--- src/rtl/core/fctl_pkg.sv ---
package fctl_pkg;

    localparam int ADDR_W = 32;

    localparam logic [15:0] IPV4_TYPE       = 16'h0800;
    localparam logic [15:0] MIN_COUNTED_LEN = 16'd34;

    // Remainder unit for set counts that are not a power of two
    localparam int DIV_STEP_BITS = 4;
    localparam int DIV_STEPS     = ADDR_W / DIV_STEP_BITS;

    typedef struct packed {
        logic [15:0] frame_length;
        logic [15:0] ether_type;
        logic [31:0] dest_addr;
        logic [63:0] arrival_time;
    } t_fctl_req;

    typedef struct packed {
        logic        counted;
        logic        hit;
        logic        evicted;
        logic [63:0] packet_total;
        logic [63:0] byte_total;
    } t_fctl_rsp;

    typedef struct packed {
        logic [31:0] key;
        logic [63:0] packets;
        logic [63:0] bytes;
        logic [63:0] seen_stamp;
    } t_entry;

    typedef struct packed {
        logic hit;
        logic evict;
    } t_sel_flags;

endpackage

--- src/rtl/core/fctl_set_index.sv ---
module fctl_set_index
    import fctl_pkg::*;
#(
    parameter int SET_COUNT = 2048,
    localparam int SetW = (SET_COUNT > 1) ? $clog2(SET_COUNT) : 1
) (
    input  logic              i_clk,
    input  logic              i_rst_n,
    input  logic              i_start,
    input  logic [ADDR_W-1:0] i_addr,
    output logic              o_done,
    output logic [SetW-1:0]   o_set
);

    localparam bit SetPow2 = (SET_COUNT & (SET_COUNT - 1)) == 0;

    if (SetPow2) begin : g_mask
        logic            r_done;
        logic [SetW-1:0] r_set;

        always_ff @(posedge i_clk) begin
            if (!i_rst_n) begin
                r_done <= 1'b0;
            end else begin
                r_done <= i_start;
            end
            if (i_start) begin
                r_set <= SetW'(i_addr & ADDR_W'(SET_COUNT - 1));
            end
        end

        assign o_done = r_done;
        assign o_set  = r_set;
    end else begin : g_divide
        localparam int CntW = $clog2(DIV_STEPS);

        logic              r_busy;
        logic              r_done;
        logic [CntW-1:0]   r_cnt;
        logic [ADDR_W-1:0] r_shift;
        logic [SetW-1:0]   r_rem;
        logic [SetW-1:0]   n_rem;
        logic [SetW:0]     step_val;

        // restoring remainder, a few address bits per cycle, msb first
        always_comb begin
            n_rem    = r_rem;
            step_val = '0;
            for (int k = 0; k < DIV_STEP_BITS; k++) begin
                step_val = {n_rem, r_shift[ADDR_W-1-k]};
                if (step_val >= (SetW+1)'(SET_COUNT)) begin
                    step_val = step_val - (SetW+1)'(SET_COUNT);
                end
                n_rem = step_val[SetW-1:0];
            end
        end

        always_ff @(posedge i_clk) begin
            if (!i_rst_n) begin
                r_busy <= 1'b0;
                r_done <= 1'b0;
                r_cnt  <= '0;
            end else begin
                r_done <= 1'b0;
                if (i_start) begin
                    r_busy <= 1'b1;
                    r_cnt  <= '0;
                end else if (r_busy) begin
                    if (r_cnt == CntW'(DIV_STEPS - 1)) begin
                        r_busy <= 1'b0;
                        r_done <= 1'b1;
                    end
                    r_cnt <= r_cnt + 1'b1;
                end
            end
            if (i_start) begin
                r_shift <= i_addr;
                r_rem   <= '0;
            end else if (r_busy) begin
                r_shift <= r_shift << DIV_STEP_BITS;
                r_rem   <= n_rem;
            end
        end

        assign o_done = r_done;
        assign o_set  = r_rem;
    end

endmodule

--- config.mk ---
export PLATFORM = sky130hd
export DESIGN_NAME = fctl_set_index
export DESIGN_NICKNAME = d
export VERILOG_FILES = /design/src/rtl/core/fctl_pkg.sv /design/src/rtl/core/fctl_set_index.sv
export SDC_FILE = /design/constraint.sdc
export NUM_CORES = 1
export LEC_CHECK = 0
export BUFFER_PORTS_ARGS = -buffer_cell sky130_fd_sc_hd__buf_2
export CORE_AREA = 4 4 41 43
export DETAILED_ROUTE_END_ITERATION = 10
export DIE_AREA = 0 0 45 47
export PLACE_DENSITY = 0.82
export RECOVER_POWER = 50
export SETUP_SLACK_MARGIN = 0.15
export SLEW_MARGIN = 30
export SYNTH_ARGS = -nofsm -noshare
export SYNTH_HDL_FRONTEND = slang
export SYNTH_SLANG_ARGS = --single-unit
--- constraint.sdc ---
create_clock -name i_clk -period 0.85 [get_ports i_clk]
set_input_delay 0.2125 -clock i_clk [delete_from_list [all_inputs] [get_ports i_clk]]
set_output_delay 0.2125 -clock i_clk [all_outputs]
set_load 0.05 [all_outputs]
=== After elaboration in Yosys (flattened, before gate mapping) ===
Cells that the tools add are included.
W data, S select, Z words.

* Bits in registers: 12
* Input port bits: 35
* Output and inout port bits: 12
* Word-level logic and storage cells: 2

=== Logic depth before layout (Yosys ltp) ===
Gate-level depths: netlist of the first run.

* Depth in word-level cells: 0
* Mapped depth: 1
* Gate-level depth less buffers: 1

=== Worst setup path before layout of the first run ===
OpenSTA, ideal clock, no wires.

* Path type: flip-flop to output port
* Start point: register g_mask.r_set[0] (netlist: o_set[0])
* End point: output o_set[0]
* Arrival time: 0.601 ns
* Required time: 0.637 ns
* Path slack: 0.037 ns
* Cell stages (with the launch flop): 1
* Buffers on the path: 0
* Cells stage by stage: edfxtp_1

{| class="wikitable"
|+ RTL lines
! item !! RTL line !! RTL
|-
| start, declared || fctl_set_index.sv:19 || <nowiki>logic [SetW-1:0] r_set;</nowiki>
|-
| start signal, assigned || fctl_set_index.sv:28 || <nowiki>r_set <= SetW'(i_addr & ADDR_W'(SET_COUNT - 1));</nowiki>
|-
| end, declared || fctl_set_index.sv:12 || <nowiki>output logic [SetW-1:0] o_set</nowiki>
|}

No word-level cell between the ends.

=== Final worst setup path of the first run ===
* Start point: register g_mask.r_set[9] (netlist: o_set[9])
* End point: output o_set[9]

No word-level cell between the ends.

==> results.ini, run 1 <==
[worst_hold_path]
min_delay_startpoint = i_addr[1]
worstHoldPathType = in2reg

[timing]
max_slew.worst_pin.slew_ns = 0.2339
setup_viol_count_final = 12
slew_violations = 0
worst_slack_ns = -0.1801
hold_viol = 0
final_min_period_over_clock_period_pct = 121.2
grt_setup_unrepaired = true
timing.max_slew.rel_slack_pct = 84.40
final.min_clock_period_ns = 1.030
achievable-frequency_mhz = 970.8

[global_routing]
gr-total-overflow = 0
antenna_found_initial = 0
first_global_vias = 249
grtUsageTotal_pct = 7.488
grt_first_pass_wirelength_mm = 1.007
grt_max_degree = 13

[power_and_ir_drop]
ir_worst_vdd_uv = 952.4
power_density_mw_per_mm2 = 2212
power.leakage_nw = 0.2589

[synth]
syn-num-nets = 48
seq_area_frac_synth_pct = 98.25
syn_inst = 13
synth-warning-count = 0
synth_top_cell_area_share_pct = 92.63
syn-cell-area_um2 = 356.6
ffs_latches_synth = 12
synthesized_area_per_cell_um2 = 27.43
synth_cell_type_count = 3
synth.largest_area_cell = sky130_fd_sc_hd__edfxtp_1
post_synth_main_area_contributors = sky130_fd_sc_hd__edfxtp_1, sky130_fd_sc_hd__dfxtp_1, sky130_fd_sc_hd__and2_1

[critical_path]
critical_path.endpoint_type = output pin
crit_path_start_kind = flip-flop
path_cells = buf_6
worst_ep_required_time_ns = 0.64
cp_max_fo = 1
critPathKind = reg2out
worst_path_max_delay_cell = sky130_fd_sc_hd__edfxtp_1
critical_path.startpoint = o_set[9]$_DFFE_PP_
cp_num_buf_inv = 1
worst_path_dominant_cell_family = flip-flops
largest_stage_delay_on_the_critical_path_ns = 0.39
critical_path_arrival_ns = 0.82

[route]
routed-via-count = 226
drtAntennaViolNets = 0
vias_per_cell = 3.965
totalWireLength_um = 659
dr.first_iter.drc_count = 1
detail_route.drc_violations = 0
detail_route.wl_per_cell_um = 11.56
drt-pass1-iter-count = 2

[clock_tree]
clock_pin_slew_on_the_worst_setup_and_hold_paths_ns = 0.06
postCtsSetupBuffers = 0
cts_tree = done
cts_hold_buf = 0
inserted_clock_buffers = 3
clock_tree.buffer_depth = 2
h-tree-depth = 1
cts_num_sinks = 12
cts-root-buf = sky130_fd_sc_hd__clkbuf_4

[floorplanning]
die-area_mm2 = 0.002115
dieWidth_um = 45
total_number_of_placement_rows = 13
initial_core_util_pct = 27.40
boundaryPins = 47
core_mm2 = 0.001301
die_h_um = 47

[job]
maxCapViolations = 0

[layout]
stdcell_area_um2 = 606.8
mostFrequentLayoutCells = sky130_fd_sc_hd__buf_2, sky130_fd_sc_hd__edfxtp_1, sky130_fd_sc_hd__buf_6
layout.cells.most_common = sky130_fd_sc_hd__buf_2
layout-drive-gt1-share_pct = 69.05
final_core_util_pct = 46.63
layout-area-overhead-vs-synth_pct = 70.18
nNetsFinal = 78
antenna-diode-count = 0

[placed_design]
routabilityCongestion = 0.5780
postPlaceCellArea_um2 = 501.7
port_buffers = 25

[status]
status = finished, violations left
failed_checks = setup timing

metrics by stage:
stage	power [mW]	TNS, ns	instances	hold slack [ns]	setup slack, ns
2_1_floorplan	0.8809	0	13	0.3114	0.03690
3_3_place_gp	0.9550	0	53	0.3901	0.08025
3_5_place_dp	0.9591	0	53	0.3910	0.06567
4_1_cts	1.363	-2.116	57	0.1133	-0.1990
5_1_grt	1.408	-2.434	57	0.1056	-0.2233
6_report	1.342	-1.935	57	0.1256	-0.1801
final cells by class:
type | instances | area, um2
flip-flops and latches | 12 | 351.6
multi-input cells | 1 | 6.256
well taps | 15 | 18.77
fillers | 130 | 694.4
clock buffers | 4 | 26.28
repair buffers | 25 | 203.9
path summary, 6_finish.rpt:
check,endpoint,slack [ns],cells past startpoint
setup / recovery,o_set[9],-0.18,1
hold / removal,o_set[1]$_DFFE_PP_,0.13,1
sequential cells by signal, indices dropped and copies added (netlist names):
| signal | flops |
|---|---|
| o_done | 1 |
| o_set | 11 |
cell families (layout without fill, tap and decap cells):
family,after synthesis,in the layout,share of synthesized area (%)
buffers and inverters,0,29,0
AND/OR/NAND/NOR,1,1,1.756
flip-flops,12,12,98.25
synth_stat cells:
master / n
sky130_fd_sc_hd__edfxtp_1: 11
sky130_fd_sc_hd__and2_1: 1
sky130_fd_sc_hd__dfxtp_1: 1
layer usage:
layer	vias up	share of wire [%]	GRT usage [%]
met3	2	8.6	2.682
met1	106	27	5.769
met4	0	1.8	8.772
li1	107	-	-
met2	11	62	13.28
met5	-	0	0
power breakdown:
part	switching (mW)	total, mW	internal (mW)
clock network	0.152	0.333	0.181
logic	0.189	0.293	0.105
registers	0.0205	0.716	0.696
timing repair:
item | CTS | global route
gates resized for setup | 24 | 1
endpoints found under the setup margin | 12 | 12
hold endpoints to repair | 0 | 0
No activity file was read; power rests on OpenSTA's default activity.
==> run 2: changes to the inputs <==
--- a/config.mk
+++ b/config.mk
@@ -11,6 +11,7 @@
 export DIE_AREA = 0 0 45 47
 export PLACE_DENSITY = 0.82
 export RECOVER_POWER = 50
+export REMOVE_ABC_BUFFERS = 1
 export SETUP_SLACK_MARGIN = 0.15
 export SLEW_MARGIN = 30
 export SYNTH_ARGS = -nofsm -noshare
==> results.ini, run 2 (synthesis gave the netlist of run 1 again) <==
[global_routing]
first_global_vias = 250
grt_max_degree = 13
gr-total-overflow = 0
grt_first_pass_wirelength_um = 979
grtUsageTotal_pct = 6.780
antenna_found_initial = 0

[critical_path]
path_cells = buf_6
critPathKind = reg2out
crit_path_start_kind = flip-flop
critical_path.startpoint = o_set[4]$_DFFE_PP_
worst_path_dominant_cell_family = flip-flops
worst_path_max_delay_cell = sky130_fd_sc_hd__edfxtp_1
cp_max_fo = 1
largest_stage_delay_on_the_critical_path_ns = 0.39
critical_path.endpoint_type = output pin
worst_ep_required_time_ns = 0.64
cp_num_buf_inv = 1
critical_path_arrival_ns = 0.82

[power_and_ir_drop]
ir_worst_vdd_uv = 988.4
power_density_mw_per_mm2 = 2231
power.leakage_nw = 0.2577
final_total_pwr_mw = 1.346

[timing]
achievable-frequency_mhz = 972.9
hold_ws_ns = 0.1234
final_min_period_over_clock_period_pct = 120.9
final.min_clock_period_ns = 1.028
worst_slack_ns = -0.1778
grt_setup_unrepaired = true
slew_violations = 0
setup_viol_count_final = 12
timing.max_slew.rel_slack_pct = 83.38
hold_viol = 0
max_slew.worst_pin.slew_ns = 0.2493

[placed_design]
port_buffers = 25
routabilityCongestion = 0.6676

[layout]
layout-area-overhead-vs-synth_pct = 69.12
largest_register_ff_count = 11
layout-drive-gt1-share_pct = 69.05
mostFrequentLayoutCells = sky130_fd_sc_hd__buf_2, sky130_fd_sc_hd__buf_6, sky130_fd_sc_hd__edfxtp_1
nNetsFinal = 78
antenna-diode-count = 0
layout.cells.most_common = sky130_fd_sc_hd__buf_2

[floorplanning]
boundaryPins = 47
die-area_mm2 = 0.002115
dieWidth_um = 45
initial_core_util_pct = 27.40
die_h_um = 47
core_mm2 = 0.001301
total_number_of_placement_rows = 13

[clock_tree]
clock_pin_slew_on_the_worst_setup_and_hold_paths_ns = 0.07
cts_tree = done
cts-root-buf = sky130_fd_sc_hd__clkbuf_4
h-tree-depth = 1
inserted_clock_buffers = 3
clock_tree.buffer_depth = 2
cts_num_sinks = 12

[status]
failed_checks = setup timing
status = finished, violations left

[worst_hold_path]
worstHoldPathType = in2reg
min_delay_worst_endpoint = o_set[4]$_DFFE_PP_
min_delay_startpoint = i_addr[4]
min_path_cells = 1

[route]
drtAntennaViolNets = 0
dr.first_iter.drc_count = 2
detail_route.wl_per_cell_um = 11.53
totalWireLength_um = 657
routed-via-count = 234
drt-pass1-iter-count = 4
detail_route.drc_violations = 0
vias_per_cell = 4.105

[job]
maxCapViolations = 0

run 2: cell count changes in the layout (fill, tap and decap cells not counted):
cell,change
sky130_fd_sc_hd__buf_6,+1
sky130_fd_sc_hd__buf_8,-1
run 2: final cells by class:
class,instances,area (um2)
timing repair buffer,25,200.2
tap,15,18.77
multi-input combinational,1,6.256
sequential,12,351.6
clock buffer,4,26.28
fill,132,698.2
run 2: layer usage:
layer / vias to the layer above / wire length [um] / part of all wire (%) / global-route usage, %
li1: 109 / - / - / -
met1: 97 / 243 / 37 / 7.748
met2: 28 / 214 / 33 / 7.910
met3: 0 / 199 / 30 / 6.897
met4: 0 / 0 / 0 / 3.509
met5: - / 0 / 0 / 0
run 2: worst max-delay path by stage:
| stage | to | slack [ns] | cells past startpoint |
|---|---|---|---|
| 4_1_cts | o_set[4] | -0.19 | 1 |
| 6_report | o_set[4] | -0.18 | 1 |
| 2_1_floorplan | o_set[0] | 0.04 | 0 |
| 5_1_grt | o_set[4] | -0.24 | 1 |
| 3_5_place_dp | o_set[2]$_DFFE_PP_ | 0.07 | 1 |
| 3_3_place_gp | o_set[7] | 0.07 | 1 |
run 2: stage by stage:
step | utilization, % | cells | area, um2 | worst slack [ns] | TNS, ns
2_1_floorplan | - | 13 | 356.6 | 0.03690 | 0
3_3_place_gp | 38.46 | 53 | 500.5 | 0.06916 | 0
3_5_place_dp | 38.46 | 53 | 500.5 | 0.07392 | 0
4_1_cts | 46.35 | 57 | 603.1 | -0.1932 | -2.093
5_1_grt | 46.35 | 57 | 603.1 | -0.2370 | -2.418
6_report | 46.35 | 57 | 603.1 | -0.1778 | -1.906
run 2: timing repair:
item | CTS | global route
buffers inserted | 0 | 0
setup endpoints to repair | 12 | 12
pin swaps | 0 | 0
gates resized for setup | 25 | 0
hold buffers | 0 | 0
run 2: where the power goes:
group	switching, mW	total (mW)	internal, mW
sequential	0.0189	0.714	0.695
combinational	0.190	0.293	0.103
clock	0.158	0.339	0.181
total	0.367	1.35	0.979
